===== config.mk =====
export PLATFORM = sky130hd
export DESIGN_NAME = text_console_writer_core
export DESIGN_NICKNAME = d
export VERILOG_FILES = /design/src/rtl/core/tcw_pkg.sv /design/src/rtl/core/tcw_ram.sv /design/src/rtl/core/tcw_cursor.sv /design/src/rtl/core/tcw_sweep.sv /design/src/rtl/core/text_console_writer_core.sv
export SDC_FILE = /design/constraint.sdc
export NUM_CORES = 1
export LEC_CHECK = 0
export ABC_AREA = 1
export BUFFER_PORTS_ARGS = -buffer_cell sky130_fd_sc_hd__clkbuf_2
export CAP_MARGIN = 20
export CORE_UTILIZATION = 60
export CTS_BUF_LIST = sky130_fd_sc_hd__clkbuf_16
export DETAILED_ROUTE_END_ITERATION = 7
export GPL_TIMING_DRIVEN = 0
export PLACE_DENSITY = 0.9
export SYNTH_ARGS = -nofsm -noshare
export SYNTH_HDL_FRONTEND = slang
export SYNTH_SLANG_ARGS = --single-unit

===== constraint.sdc =====
create_clock -name clk -period 3.15 [get_ports clk]
set_clock_uncertainty 0.1 [all_clocks]
set_input_delay 0.1575 -clock clk [delete_from_list [all_inputs] [get_ports clk]]
set_output_delay 0.1575 -clock clk [all_outputs]
set_load 0.1 [all_outputs]

===== src/rtl/core/tcw_pkg.sv =====
// tcw_pkg: shared types, constants and helpers of the text console writer
// no dependencies; imported by every module of the core except tcw_ram

package tcw_pkg;

  // default screen geometry
  localparam int COLUMNS_DEF = 80;
  localparam int ROWS_DEF    = 25;

  // field widths
  localparam int MODE_W      = 2;
  localparam int CHAR_W      = 8;
  localparam int ATTR_W      = 8;
  localparam int CELL_W      = CHAR_W + ATTR_W;
  localparam int CURSOR_W    = 11;
  localparam int IN_TDATA_W  = 8;
  localparam int OUT_TDATA_W = 16;

  // operation codes carried in tuser
  localparam logic [MODE_W-1:0] MODE_PUT       = 2'd0;
  localparam logic [MODE_W-1:0] MODE_NEWLINE   = 2'd1;
  localparam logic [MODE_W-1:0] MODE_BACKSPACE = 2'd2;
  localparam logic [MODE_W-1:0] MODE_CLEAR     = 2'd3;

  // blank cell contents
  localparam logic [CHAR_W-1:0] BLANK_CHAR = 8'h20;
  localparam logic [ATTR_W-1:0] RESET_ATTR = 8'h07;

  // request from the cursor logic to the memory sweep engine
  typedef struct packed {
    logic scroll;
    logic clear;
  } sweep_req_t;

  // cell layout: attribute in the high byte, character in the low byte
  function automatic logic [CELL_W-1:0] make_cell(input logic [ATTR_W-1:0] attr,
                                                  input logic [CHAR_W-1:0] ch);
    make_cell = {attr, ch};
  endfunction

endpackage


===== src/rtl/core/tcw_ram.sv =====
// tcw_ram: generic simple dual-port ram, one write and one registered read port
// no dependencies

module tcw_ram #(
  parameter int WIDTH = 16,
  parameter int DEPTH = 2000
) (
  input  logic                     clk,
  input  logic                     wr_en,
  input  logic [$clog2(DEPTH)-1:0] wr_addr,
  input  logic [WIDTH-1:0]         wr_data,
  input  logic                     rd_en,
  input  logic [$clog2(DEPTH)-1:0] rd_addr,
  output logic [WIDTH-1:0]         rd_data
);

  logic [WIDTH-1:0] mem [DEPTH];

  // write port
  always_ff @(posedge clk) begin
    if (wr_en) begin
      mem[wr_addr] <= wr_data;
    end
  end

  // registered read port
  always_ff @(posedge clk) begin
    if (rd_en) begin
      rd_data <= mem[rd_addr];
    end
  end

endmodule


===== src/rtl/core/tcw_cursor.sv =====
// tcw_cursor: cursor row, column and cell index, per-operation cell write and sweep request
// depends on tcw_pkg

module tcw_cursor import tcw_pkg::*; #(
  parameter int COLUMNS = COLUMNS_DEF,
  parameter int ROWS    = ROWS_DEF,
  parameter int CELLS   = ROWS * COLUMNS,
  parameter int ADDR_W  = $clog2(CELLS)
) (
  input  logic              clk,
  input  logic              rst,
  input  logic              in_fire,
  input  logic [MODE_W-1:0] mode,
  input  logic [CHAR_W-1:0] char_code,
  input  logic [ATTR_W-1:0] attr,
  output logic [ADDR_W-1:0] pos_next,
  output logic              scrolled,
  output logic              wr_en,
  output logic [ADDR_W-1:0] wr_addr,
  output logic [CELL_W-1:0] wr_cell,
  output sweep_req_t        req
);

  localparam int ROW_W = $clog2(ROWS);
  localparam int COL_W = $clog2(COLUMNS);
  localparam logic [ROW_W-1:0]  LAST_ROW   = ROW_W'(ROWS - 1);
  localparam logic [COL_W-1:0]  LAST_COL   = COL_W'(COLUMNS - 1);
  localparam logic [ADDR_W-1:0] BOTTOM_POS = ADDR_W'((ROWS - 1) * COLUMNS);
  localparam logic [ADDR_W-1:0] ROW_STEP   = ADDR_W'(COLUMNS);

  logic [ROW_W-1:0]  row, row_next;
  logic [COL_W-1:0]  col, col_next;
  logic [ADDR_W-1:0] pos;
  logic              op_wr;
  logic [CHAR_W-1:0] wr_char;
  sweep_req_t        op_req;

  // next cursor and side effects of one operation
  always_comb begin
    row_next = row;
    col_next = col;
    pos_next = pos;
    scrolled = 1'b0;
    op_wr    = 1'b0;
    wr_addr  = pos;
    wr_char  = char_code;
    op_req   = '0;
    case (mode)
      MODE_PUT: begin
        op_wr = 1'b1;
        if (col == LAST_COL) begin
          col_next = '0;
          if (row == LAST_ROW) begin
            scrolled      = 1'b1;
            op_req.scroll = 1'b1;
            pos_next      = BOTTOM_POS;
          end else begin
            row_next = row + 1'b1;
            pos_next = pos + 1'b1;
          end
        end else begin
          col_next = col + 1'b1;
          pos_next = pos + 1'b1;
        end
      end
      MODE_NEWLINE: begin
        col_next = '0;
        if (row == LAST_ROW) begin
          scrolled      = 1'b1;
          op_req.scroll = 1'b1;
          pos_next      = BOTTOM_POS;
        end else begin
          row_next = row + 1'b1;
          pos_next = pos - ADDR_W'(col) + ROW_STEP;
        end
      end
      MODE_BACKSPACE: begin
        // at cell zero nothing changes
        if (pos != '0) begin
          op_wr    = 1'b1;
          pos_next = pos - 1'b1;
          wr_addr  = pos - 1'b1;
          wr_char  = BLANK_CHAR;
          if (col == '0) begin
            col_next = LAST_COL;
            row_next = row - 1'b1;
          end else begin
            col_next = col - 1'b1;
          end
        end
      end
      default: begin
        row_next     = '0;
        col_next     = '0;
        pos_next     = '0;
        op_req.clear = 1'b1;
      end
    endcase
  end

  assign wr_en   = in_fire & op_wr;
  assign wr_cell = make_cell(attr, wr_char);
  assign req     = in_fire ? op_req : '0;

  // cursor registers
  always_ff @(posedge clk) begin
    if (rst) begin
      row <= '0;
      col <= '0;
      pos <= '0;
    end else if (in_fire) begin
      row <= row_next;
      col <= col_next;
      pos <= pos_next;
    end
  end

  // cell index always agrees with row and column
  a_pos_matches: assert property (@(posedge clk) disable iff (rst)
    pos == ADDR_W'(row * COLUMNS + col))
    else $error("cursor index out of step with row and column");

endmodule


===== src/rtl/core/tcw_sweep.sv =====
// tcw_sweep: sequencer that walks the cell memory for reset fill, clear and scroll
// depends on tcw_pkg

module tcw_sweep import tcw_pkg::*; #(
  parameter int COLUMNS = COLUMNS_DEF,
  parameter int ROWS    = ROWS_DEF,
  parameter int CELLS   = ROWS * COLUMNS,
  parameter int ADDR_W  = $clog2(CELLS)
) (
  input  logic              clk,
  input  logic              rst,
  input  sweep_req_t        req,
  input  logic [ATTR_W-1:0] attr,
  output logic              busy,
  output logic              rd_en,
  output logic [ADDR_W-1:0] rd_addr,
  input  logic [CELL_W-1:0] rd_data,
  output logic              wr_en,
  output logic [ADDR_W-1:0] wr_addr,
  output logic [CELL_W-1:0] wr_data
);

  localparam logic [1:0] ST_INIT  = 2'd0;
  localparam logic [1:0] ST_IDLE  = 2'd1;
  localparam logic [1:0] ST_SHIFT = 2'd2;
  localparam logic [1:0] ST_BLANK = 2'd3;

  localparam logic [ADDR_W-1:0] CELL_LAST  = ADDR_W'(CELLS - 1);
  localparam logic [ADDR_W-1:0] SHIFT_LAST = ADDR_W'(CELLS - COLUMNS);
  localparam logic [ADDR_W-1:0] ROW_STEP   = ADDR_W'(COLUMNS);

  logic [1:0]        state;
  logic [ADDR_W-1:0] idx;
  logic [ATTR_W-1:0] fill_attr;

  assign busy = (state != ST_IDLE);

  // shift reads one row ahead; the write of the previous read follows in the next cycle
  always_comb begin
    rd_en   = (state == ST_SHIFT) && (idx != SHIFT_LAST);
    rd_addr = idx + ROW_STEP;
    wr_en   = 1'b0;
    wr_addr = idx;
    wr_data = make_cell(fill_attr, BLANK_CHAR);
    case (state)
      ST_INIT, ST_BLANK: begin
        wr_en = 1'b1;
      end
      ST_SHIFT: begin
        wr_en   = (idx != '0);
        wr_addr = idx - 1'b1;
        wr_data = rd_data;
      end
      default: begin
        wr_en = 1'b0;
      end
    endcase
  end

  // sweep sequencer
  always_ff @(posedge clk) begin
    if (rst) begin
      state     <= ST_INIT;
      idx       <= '0;
      fill_attr <= RESET_ATTR;
    end else begin
      case (state)
        ST_INIT, ST_BLANK: begin
          if (idx == CELL_LAST) begin
            state <= ST_IDLE;
            idx   <= '0;
          end else begin
            idx <= idx + 1'b1;
          end
        end
        ST_SHIFT: begin
          // bottom row blanking starts where the last shifted write ends
          if (idx == SHIFT_LAST) begin
            state <= ST_BLANK;
          end else begin
            idx <= idx + 1'b1;
          end
        end
        default: begin
          if (req.clear) begin
            state     <= ST_BLANK;
            idx       <= '0;
            fill_attr <= attr;
          end else if (req.scroll) begin
            state     <= ST_SHIFT;
            idx       <= '0;
            fill_attr <= attr;
          end
        end
      endcase
    end
  end

endmodule


===== src/rtl/core/text_console_writer_core.sv =====
// text_console_writer_core: top level of the text console writer
// depends on tcw_pkg, tcw_ram, tcw_cursor and tcw_sweep

// Each input transaction carries one operation in tuser (put char, newline,
// backspace, clear) and a character in tdata, and yields exactly one output
// transaction with the cursor cell index after the operation and a scroll
// flag. Put char, newline and backspace that do not scroll go at one per
// cycle while the sink keeps accepting; the result sits in an output register
// and the next item is taken no earlier than the cycle in which the sink
// accepts that result. A clear occupies the cell memory write port while it
// blanks every cell, and a scroll while it moves each cell up one row (one
// cell moved per cycle through the registered read port) and then blanks the
// bottom row; no item is accepted meanwhile, though the result is already
// delivered. After reset the cell memory is filled with blanks before the
// first item is accepted; attribute writes are taken at any time.

module text_console_writer_core import tcw_pkg::*; #(
  parameter int COLUMNS = COLUMNS_DEF,
  parameter int ROWS    = ROWS_DEF
) (
  input  logic                   clk,
  input  logic                   rst,
  // attribute register write
  input  logic                   cfg_wen,
  input  logic [ATTR_W-1:0]      cfg_wdata,
  // operation input
  input  logic                   s_axis_tvalid,
  output logic                   s_axis_tready,
  input  logic [IN_TDATA_W-1:0]  s_axis_tdata,   // [7:0] char_code
  input  logic [MODE_W-1:0]      s_axis_tuser,   // [1:0] mode
  // cursor result output
  output logic                   m_axis_tvalid,
  input  logic                   m_axis_tready,
  output logic [OUT_TDATA_W-1:0] m_axis_tdata,   // [10:0] cursor_cell, rest zero
  output logic [0:0]             m_axis_tuser    // [0] scrolled
);

  localparam int CELLS  = ROWS * COLUMNS;
  localparam int ADDR_W = $clog2(CELLS);

  logic [ATTR_W-1:0] text_attribute;
  logic              s_fire;
  logic              busy;
  sweep_req_t        req;

  logic [ADDR_W-1:0] pos_next;
  logic              scrolled;
  logic              cur_wr_en;
  logic [ADDR_W-1:0] cur_wr_addr;
  logic [CELL_W-1:0] cur_wr_cell;

  logic              sw_rd_en;
  logic [ADDR_W-1:0] sw_rd_addr;
  logic              sw_wr_en;
  logic [ADDR_W-1:0] sw_wr_addr;
  logic [CELL_W-1:0] sw_wr_data;

  logic              ram_wr_en;
  logic [ADDR_W-1:0] ram_wr_addr;
  logic [CELL_W-1:0] ram_wr_data;
  logic [CELL_W-1:0] ram_rd_data;

  // attribute register
  always_ff @(posedge clk) begin
    if (rst) begin
      text_attribute <= RESET_ATTR;
    end else if (cfg_wen) begin
      text_attribute <= cfg_wdata;
    end
  end

  // input accepted when no sweep runs and the output register can take the result
  assign s_axis_tready = !busy && (!m_axis_tvalid || m_axis_tready);
  assign s_fire        = s_axis_tvalid && s_axis_tready;

  tcw_cursor #(
    .COLUMNS (COLUMNS),
    .ROWS    (ROWS),
    .CELLS   (CELLS),
    .ADDR_W  (ADDR_W)
  ) u_cursor (
    .clk       (clk),
    .rst       (rst),
    .in_fire   (s_fire),
    .mode      (s_axis_tuser),
    .char_code (s_axis_tdata[CHAR_W-1:0]),
    .attr      (text_attribute),
    .pos_next  (pos_next),
    .scrolled  (scrolled),
    .wr_en     (cur_wr_en),
    .wr_addr   (cur_wr_addr),
    .wr_cell   (cur_wr_cell),
    .req       (req)
  );

  tcw_sweep #(
    .COLUMNS (COLUMNS),
    .ROWS    (ROWS),
    .CELLS   (CELLS),
    .ADDR_W  (ADDR_W)
  ) u_sweep (
    .clk     (clk),
    .rst     (rst),
    .req     (req),
    .attr    (text_attribute),
    .busy    (busy),
    .rd_en   (sw_rd_en),
    .rd_addr (sw_rd_addr),
    .rd_data (ram_rd_data),
    .wr_en   (sw_wr_en),
    .wr_addr (sw_wr_addr),
    .wr_data (sw_wr_data)
  );

  // write port shared: cursor writes only happen while the sweep is idle
  assign ram_wr_en   = sw_wr_en | cur_wr_en;
  assign ram_wr_addr = sw_wr_en ? sw_wr_addr : cur_wr_addr;
  assign ram_wr_data = sw_wr_en ? sw_wr_data : cur_wr_cell;

  tcw_ram #(
    .WIDTH (CELL_W),
    .DEPTH (CELLS)
  ) u_cells (
    .clk     (clk),
    .wr_en   (ram_wr_en),
    .wr_addr (ram_wr_addr),
    .wr_data (ram_wr_data),
    .rd_en   (sw_rd_en),
    .rd_addr (sw_rd_addr),
    .rd_data (ram_rd_data)
  );

  // output register
  always_ff @(posedge clk) begin
    if (rst) begin
      m_axis_tvalid <= 1'b0;
    end else if (s_fire) begin
      m_axis_tvalid <= 1'b1;
    end else if (m_axis_tready) begin
      m_axis_tvalid <= 1'b0;
    end
  end

  always_ff @(posedge clk) begin
    if (s_fire) begin
      m_axis_tdata <= OUT_TDATA_W'(CURSOR_W'(pos_next));
      m_axis_tuser <= scrolled;
    end
  end

  // no item taken while the memory is being walked
  a_busy_blocks: assert property (@(posedge clk) disable iff (rst)
    busy |-> !s_axis_tready)
    else $error("input accepted during a memory sweep");

  // every accepted item leaves a result in the output register
  a_result_follows: assert property (@(posedge clk) disable iff (rst)
    s_fire |=> m_axis_tvalid)
    else $error("accepted item produced no result");

  // a scrolled result always puts the cursor at the start of the bottom row
  a_scroll_cursor: assert property (@(posedge clk) disable iff (rst)
    (m_axis_tvalid && m_axis_tuser[0]) |->
      (m_axis_tdata[CURSOR_W-1:0] == CURSOR_W'((ROWS - 1) * COLUMNS)))
    else $error("scroll left the cursor off the bottom row start");

  // a clear or a scroll starts a memory sweep
  a_sweep_starts: assert property (@(posedge clk) disable iff (rst)
    (req.clear || req.scroll) |=> busy)
    else $error("sweep request did not start the sequencer");

endmodule

# Yosys cells after proc, flatten, opt, wreduce, memory -nomap -nowiden
# Index checks and enable logic that the tools add are counted.
# totals
ff_bits,49
output_inout_bits,19
# op_classes
add_sub_neg,9
n_eq_ne,15
mux,31
n_reduce_logical,17
# op_table
cell,count
2-to-1 mux 11 bit,8
case mux 11 bit (3 select lines),1
"adder 11 x 1 -> 11 bit, second input constant",2
"equality test 11 bit, second input constant",2
case mux 11 bit (2 select lines),1
2-to-1 mux 7 bit,3
2-to-1 mux 5 bit,4
case mux 5 bit (3 select lines),1
case mux 7 bit (2 select lines),1
"adder 11 x 7 -> 11 bit, second input constant",1
nonzero test 11 bit,1
"subtractor 11 x 1 -> 11 bit, second input constant",1
subtractor 11 x 7 -> 11 bit,1
2-to-1 mux 2 bit,5
"!= test 2 x 1 -> 1 bit, second input constant",5
"adder 7 x 1 -> 7 bit, second input constant",1
"equality test 7 bit, second input constant",1
logical NOT 7 bit,1
"subtractor 7 x 1 -> 7 bit, second input constant",1
"equality test 2 bit, second input constant",3
"adder 5 x 1 -> 5 bit, second input constant",1
"equality test 5 bit, second input constant",1
2-to-1 mux 1 bit,5
"subtractor 5 x 1 -> 5 bit, second input constant",1
other kinds (15),20

# Longest topological paths before layout
# depth
depth_word,8
mapped_depth,16
ltp_nobuf,16

# Least setup slack after synthesis
# No wires, ideal clock.
# synth_path
path_kind,register to output
start,register m_axis_tvalid
end,output port s_axis_tready
t_arrival_ps,2093
required_time_ps,2892
path_slack_ps,799
path_stages_with_launch,4
n_path_buf,0
path_cell_list,dfxtp_1 inv_1 nor2_1 nor2_1
# synth_between
elab_chain_cells,3
# synth_rtl
element,line_no,rtl
from (decl),text_console_writer_core.sv:32,"output logic m_axis_tvalid,"
from (signal assigned),text_console_writer_core.sv:136,m_axis_tvalid <= 1'b0;
from (signal assigned),text_console_writer_core.sv:138,m_axis_tvalid <= 1'b1;
from (signal assigned),text_console_writer_core.sv:140,m_axis_tvalid <= 1'b0;
logical NOT 1 bit,text_console_writer_core.sv:73,assign s_axis_tready = !busy && (!m_axis_tvalid || m_axis_tready);
logical OR 1 bit,text_console_writer_core.sv:73,
logical AND 1 bit,text_console_writer_core.sv:73,
to (decl),text_console_writer_core.sv:28,"output logic s_axis_tready,"
# Every way passes these cells.

# Worst setup path in the final report
# layout_path
start,register u_cursor.col[3]
end,register u_cursor.pos[4]
# layout_between
elab_chain_cells,4
word_cells_on_any_way,6
classes_between,add/sub (2); eq/ne (1); mux (3)
# layout_rtl
element,line_no,rtl
from (decl),tcw_cursor.sv:32,"logic [COL_W-1:0] col, col_next;"
from (signal assigned),tcw_cursor.sv:113,col <= col_next;
subtractor 11 x 7 -> 11 bit,tcw_cursor.sv:74,pos_next = pos - ADDR_W'(col) + ROW_STEP;
adder 11 x 7 -> 11 bit,tcw_cursor.sv:74,
2-to-1 mux 11 bit,tcw_cursor.sv:68,if (row == LAST_ROW) begin
case mux 11 bit (3 select lines) (*),tcw_cursor.sv:48,case (mode)
net pos_next[4],text_console_writer_core.sv:46,logic [ADDR_W-1:0] pos_next;
to (signal assigned),tcw_cursor.sv:114,pos <= pos_next;
to (decl),tcw_cursor.sv:33,logic [ADDR_W-1:0] pos;
# Mark *: on every way through the listed nets, which the timed path passes. The rest lies on a longest branch.
# A chain may end at the register's enable or synchronous reset.

==> run_results.csv <==
group,metric,value,unit
layout,final_area,4358,um2
setup_path,r2r-start,"u_cursor.col[3]",
global_routing,grt_start_max_net_pins,22,
yosys,synth_edf_count,12,
clocking,clockBufferDepth,2,
setup_path,crit_buf_inv,1,
setup_path,path_max_fanout,5,
global_routing,grt_pass1_wl,17010,um
sta,setup_violations,0,
layout,nNetsFinal,702,
place,place_ws,0.5716,ns
yosys,postSynthCellCount,616,
place,routabilityCongestion,0.9944,
yosys,syn-cell-area,4014,um2
detailed_routing,drt_wl_total,9959,um
layout,drive_gt1_frac,0.1037,
floorplanning,coreArea,6386,um2
yosys,ys_seq_area_frac,0.2743,
power_and_ir_drop,powerDensity,668.1,nW/um2
power_and_ir_drop,comb_power_share,0.530,
detailed_routing,drt_iter0_drc,388,
setup_path,crit_path_cell_trace,"inv_2 > ha_1 > ha_1 > or2_2 > and2_1 > or2_2 > nand3_1 > nand3_1 > nor2_1 > nor2_1",
detailed_routing,drc,0,
clocking,path_clk_slew,0.07,ns
sta,drv_slew,0,
status,status,"finished, final reports clean",
power_and_ir_drop,clockPowerShare,0.186,
sta,relSlewSlack,0.2871,
detailed_routing,vias,4070,
clocking,cts_sinks,49,
power_and_ir_drop,seqPwrFrac,0.284,
clocking,ctsHoldBuffers,0,
setup_path,worst-setup-path-type,"register to register",
setup_path,cp-end-kind,"register",
global_routing,grtUsageTotal,0.2962,
power_and_ir_drop,leakage,2.132,nW
sta,min_period,2.640,ns
power_and_ir_drop,swShare,0.4809,
detailed_routing,via_per_inst,5.629,
setup_path,crit_family,"simple AND/OR/NAND/NOR gates",
yosys,synth.ff_latch_count,49,
yosys,avgSynthCellArea,6.516,um2
floorplanning,initial_core_util,0.6285,
min_path,min_to,"u_cursor.row[0]",
yosys,yosysWarnings,0,
sta,hold_viol,0,
power_and_ir_drop,intPower,1.511,mW
power_and_ir_drop,totalPowerFinal,2.911,mW
setup_path,crit_slowest_cell,"dfxtp_1",
global_routing,grt_pass1_vias,3861,
run,maxCapViolations,0,
sta,max_freq,378.7,MHz
min_path,hp-class,"input pin to register",
yosys,ys_types,39,
min_path,min_path_cells,4,
setup_path,r2r-end,"u_cursor.pos[4]",
setup_path,worstPathArrival,2.72,ns
setup_path,reg2reg_depth,10,
detailed_routing,routedWlPerCell,13.77,um
floorplanning,die_width,83.79,um
detailed_routing,ant_nets,0,
yosys,ys.flop_type,"dfxtp_1",
floorplanning,dieArea,7021,um2
clocking,clk_root_buffer_cell,"clkbuf_16",
layout,antennaDiodeCount,0,
place,io_buffers,18,
clocking,htreeDepth,2,
sta,rsz0062_at_grt,"no",
sta,tightest_slew,1.069,ns
clocking,numCtsBuffers,5,
place,place_hpwl,7566,um
layout,syn_to_final_growth,8.572,%
power_and_ir_drop,switchingPower,1.400,mW
clocking,ctsResizeCount,0,
detailed_routing,first_pass_iters,6,
yosys,postSynth.asyncResetShare,0,
clocking,cts_tree,"done",
clocking,clock_latency,0.29,ns
floorplanning,dieHeight,83.79,um
place,dp_cells,715,
layout,stdcell_count,723,
sta,fin_ws,0.5097,ns
setup_path,cp_slowest_stage_delay,0.45,ns
min_path,hold_start,"s_axis_tuser[0]",
sta,finalSetupTns,0,ns
global_routing,grt_overflow,0,
sta,min_period_over_period,0.8382,
clocking,postCtsSetupBuffers,0,
floorplanning,rows,29,
setup_path,start_kind,"register",
floorplanning,ios,42,
setup_path,worstPathRequired,3.23,ns
setup_path,rrSetupSlack,0.51,ns
power_and_ir_drop,peakVddDrop,0.0006001,V
global_routing,antenna_found_initial,0,
place,placed_cell_area,4215,um2
[flip-flops by register name, summed over array words and instances (netlist names)]
name and cells:
u_sweep.idx 11, u_cursor.row 5, u_cursor.pos 11, m_axis_tuser 1
m_axis_tdata 11, u_cursor.col 7, m_axis_tvalid 1, u_sweep.state 2
[layout by cell type, fill, tap and decap left out, types with 3 or more instances in the layout]
cell type and n:
clkbuf_1 5, nand3b_1 4, o21ai_0 33, edfxtp_1 12
buf_4 6, nor2_2 3, or2_2 8, nand3_1 59
buf_2 4, clkbuf_2 18, nor2_1 78, a21oi_1 34
nor3_1 3, inv_2 4, dfxtp_1 37, inv_1 87
nand4_1 15, nand2_2 3, conb_1 5, ha_1 32
xor2_1 10, nand2_1 152, clkbuf_16 5
[cell type report]
cell class	count	area, um2
Buffer	17	106.4
Clock buffer	5	125.1
Clock inverter	3	17.52
Fill cell	538	2028
Inverter	90	337.8
Multi-Input combinational cell	464	2484
Sequential cell	49	1101
Tap cell	77	96.34
Timing Repair Buffer	18	90.09
[stage by stage]
| stage | utilization | hold WS (ns) |
|---|---|---|
| 6_report | 0.6824 | 0.1710 |
| 5_1_grt | 0.6824 | 0.1833 |
| 4_1_cts | 0.6824 | 0.1576 |
| 3_5_place_dp | 0.6601 | 0.3929 |
| 3_3_place_gp | 0.6601 | 0.3800 |
| 2_1_floorplan | - | 0.2913 |
[kinds of logic (layout without fill, tap and decap cells)]
| kind of cell | count (synthesis) | in the layout | share of synthesized area |
|---|---|---|---|
| buffers and inverters | 107 | 133 | 0.1107 |
| flip-flops | 49 | 49 | 0.2743 |
| adder cells (fa/ha/maj) | 34 | 34 | 0.1097 |
| other | 1 | 5 | 0.0009343 |
| AO/OA/AOI/OAI | 78 | 78 | 0.1026 |
| AND/OR/NAND/NOR | 336 | 336 | 0.3778 |
| XOR/XNOR | 11 | 11 | 0.02400 |
[worst reg2reg max path, delay by kind of cell, from the launching register on]
kind / cells / cell delay, ns
buffers and inverters: 1 / 0.11
adders and majority gates: 2 / 0.66
DFF: 1 / 0.45
and+or+nand+nor: 7 / 1.21
[Yosys cell counts (2+ instances only)]
library cell,number,area (um2)
xor2_1,10,87.58
nor2_2,3,18.77
buf_2,4,20.02
ha_1,32,400.4
nand4_1,15,93.84
nand3b_1,4,30.03
inv_1,86,322.8
o21ai_2,2,17.52
o21ai_1,2,10.01
buf_4,6,45.04
o21bai_1,2,15.01
or2_2,8,50.05
inv_2,4,15.01
buf_6,2,22.52
dfxtp_1,37,740.7
a31oi_1,2,12.51
o21ai_0,33,165.2
clkbuf_1,5,18.77
nor3_2,2,20.02
nand2_2,3,18.77
a21oi_1,34,170.2
nand2_1,152,570.6
edfxtp_1,12,360.4
nand3_1,59,295.3
nor3_1,3,15.01
nor2_1,78,292.8
nor2_4,2,22.52
nand2_4,2,22.52
fa_1,2,40.04
[power by group through the flow]
| stage | registers (mW) | clock network (mW) | logic (mW) |
|---|---|---|---|
| after global routing | 0.838 | 0.569 | 1.72 |
| after CTS | 0.825 | 0.545 | 1.52 |
| after floorplan | 0.993 | 0 | 1.04 |
| after global placement | 0.835 | 0 | 1.44 |
| final | 0.828 | 0.541 | 1.54 |
| after detailed placement | 0.839 | 0 | 1.50 |
[worst max-delay path by stage]
stage,startpoint,to,slack [ns],cells past startpoint
2_1_floorplan,m_axis_tvalid,s_axis_tready,0.80,3
3_3_place_gp,u_cursor.col[3],m_axis_tdata[4],0.64,8
3_5_place_dp,u_cursor.col[3],m_axis_tdata[4],0.57,8
4_1_cts,u_cursor.col[3],u_cursor.pos[4],0.52,10
5_1_grt,u_cursor.col[3],u_cursor.pos[4],0.37,10
6_report,u_cursor.col[3],u_cursor.pos[4],0.51,10
[metal layers]
metal  global-route usage  wire length, um  part of all wire
met1               0.3551             4031              0.40
met2               0.5100             4762              0.48
met3              0.04451              670             0.067
met4               0.1572              494             0.050
met5                    0                0                 0
No activity file was read; power rests on OpenSTA's default activity.
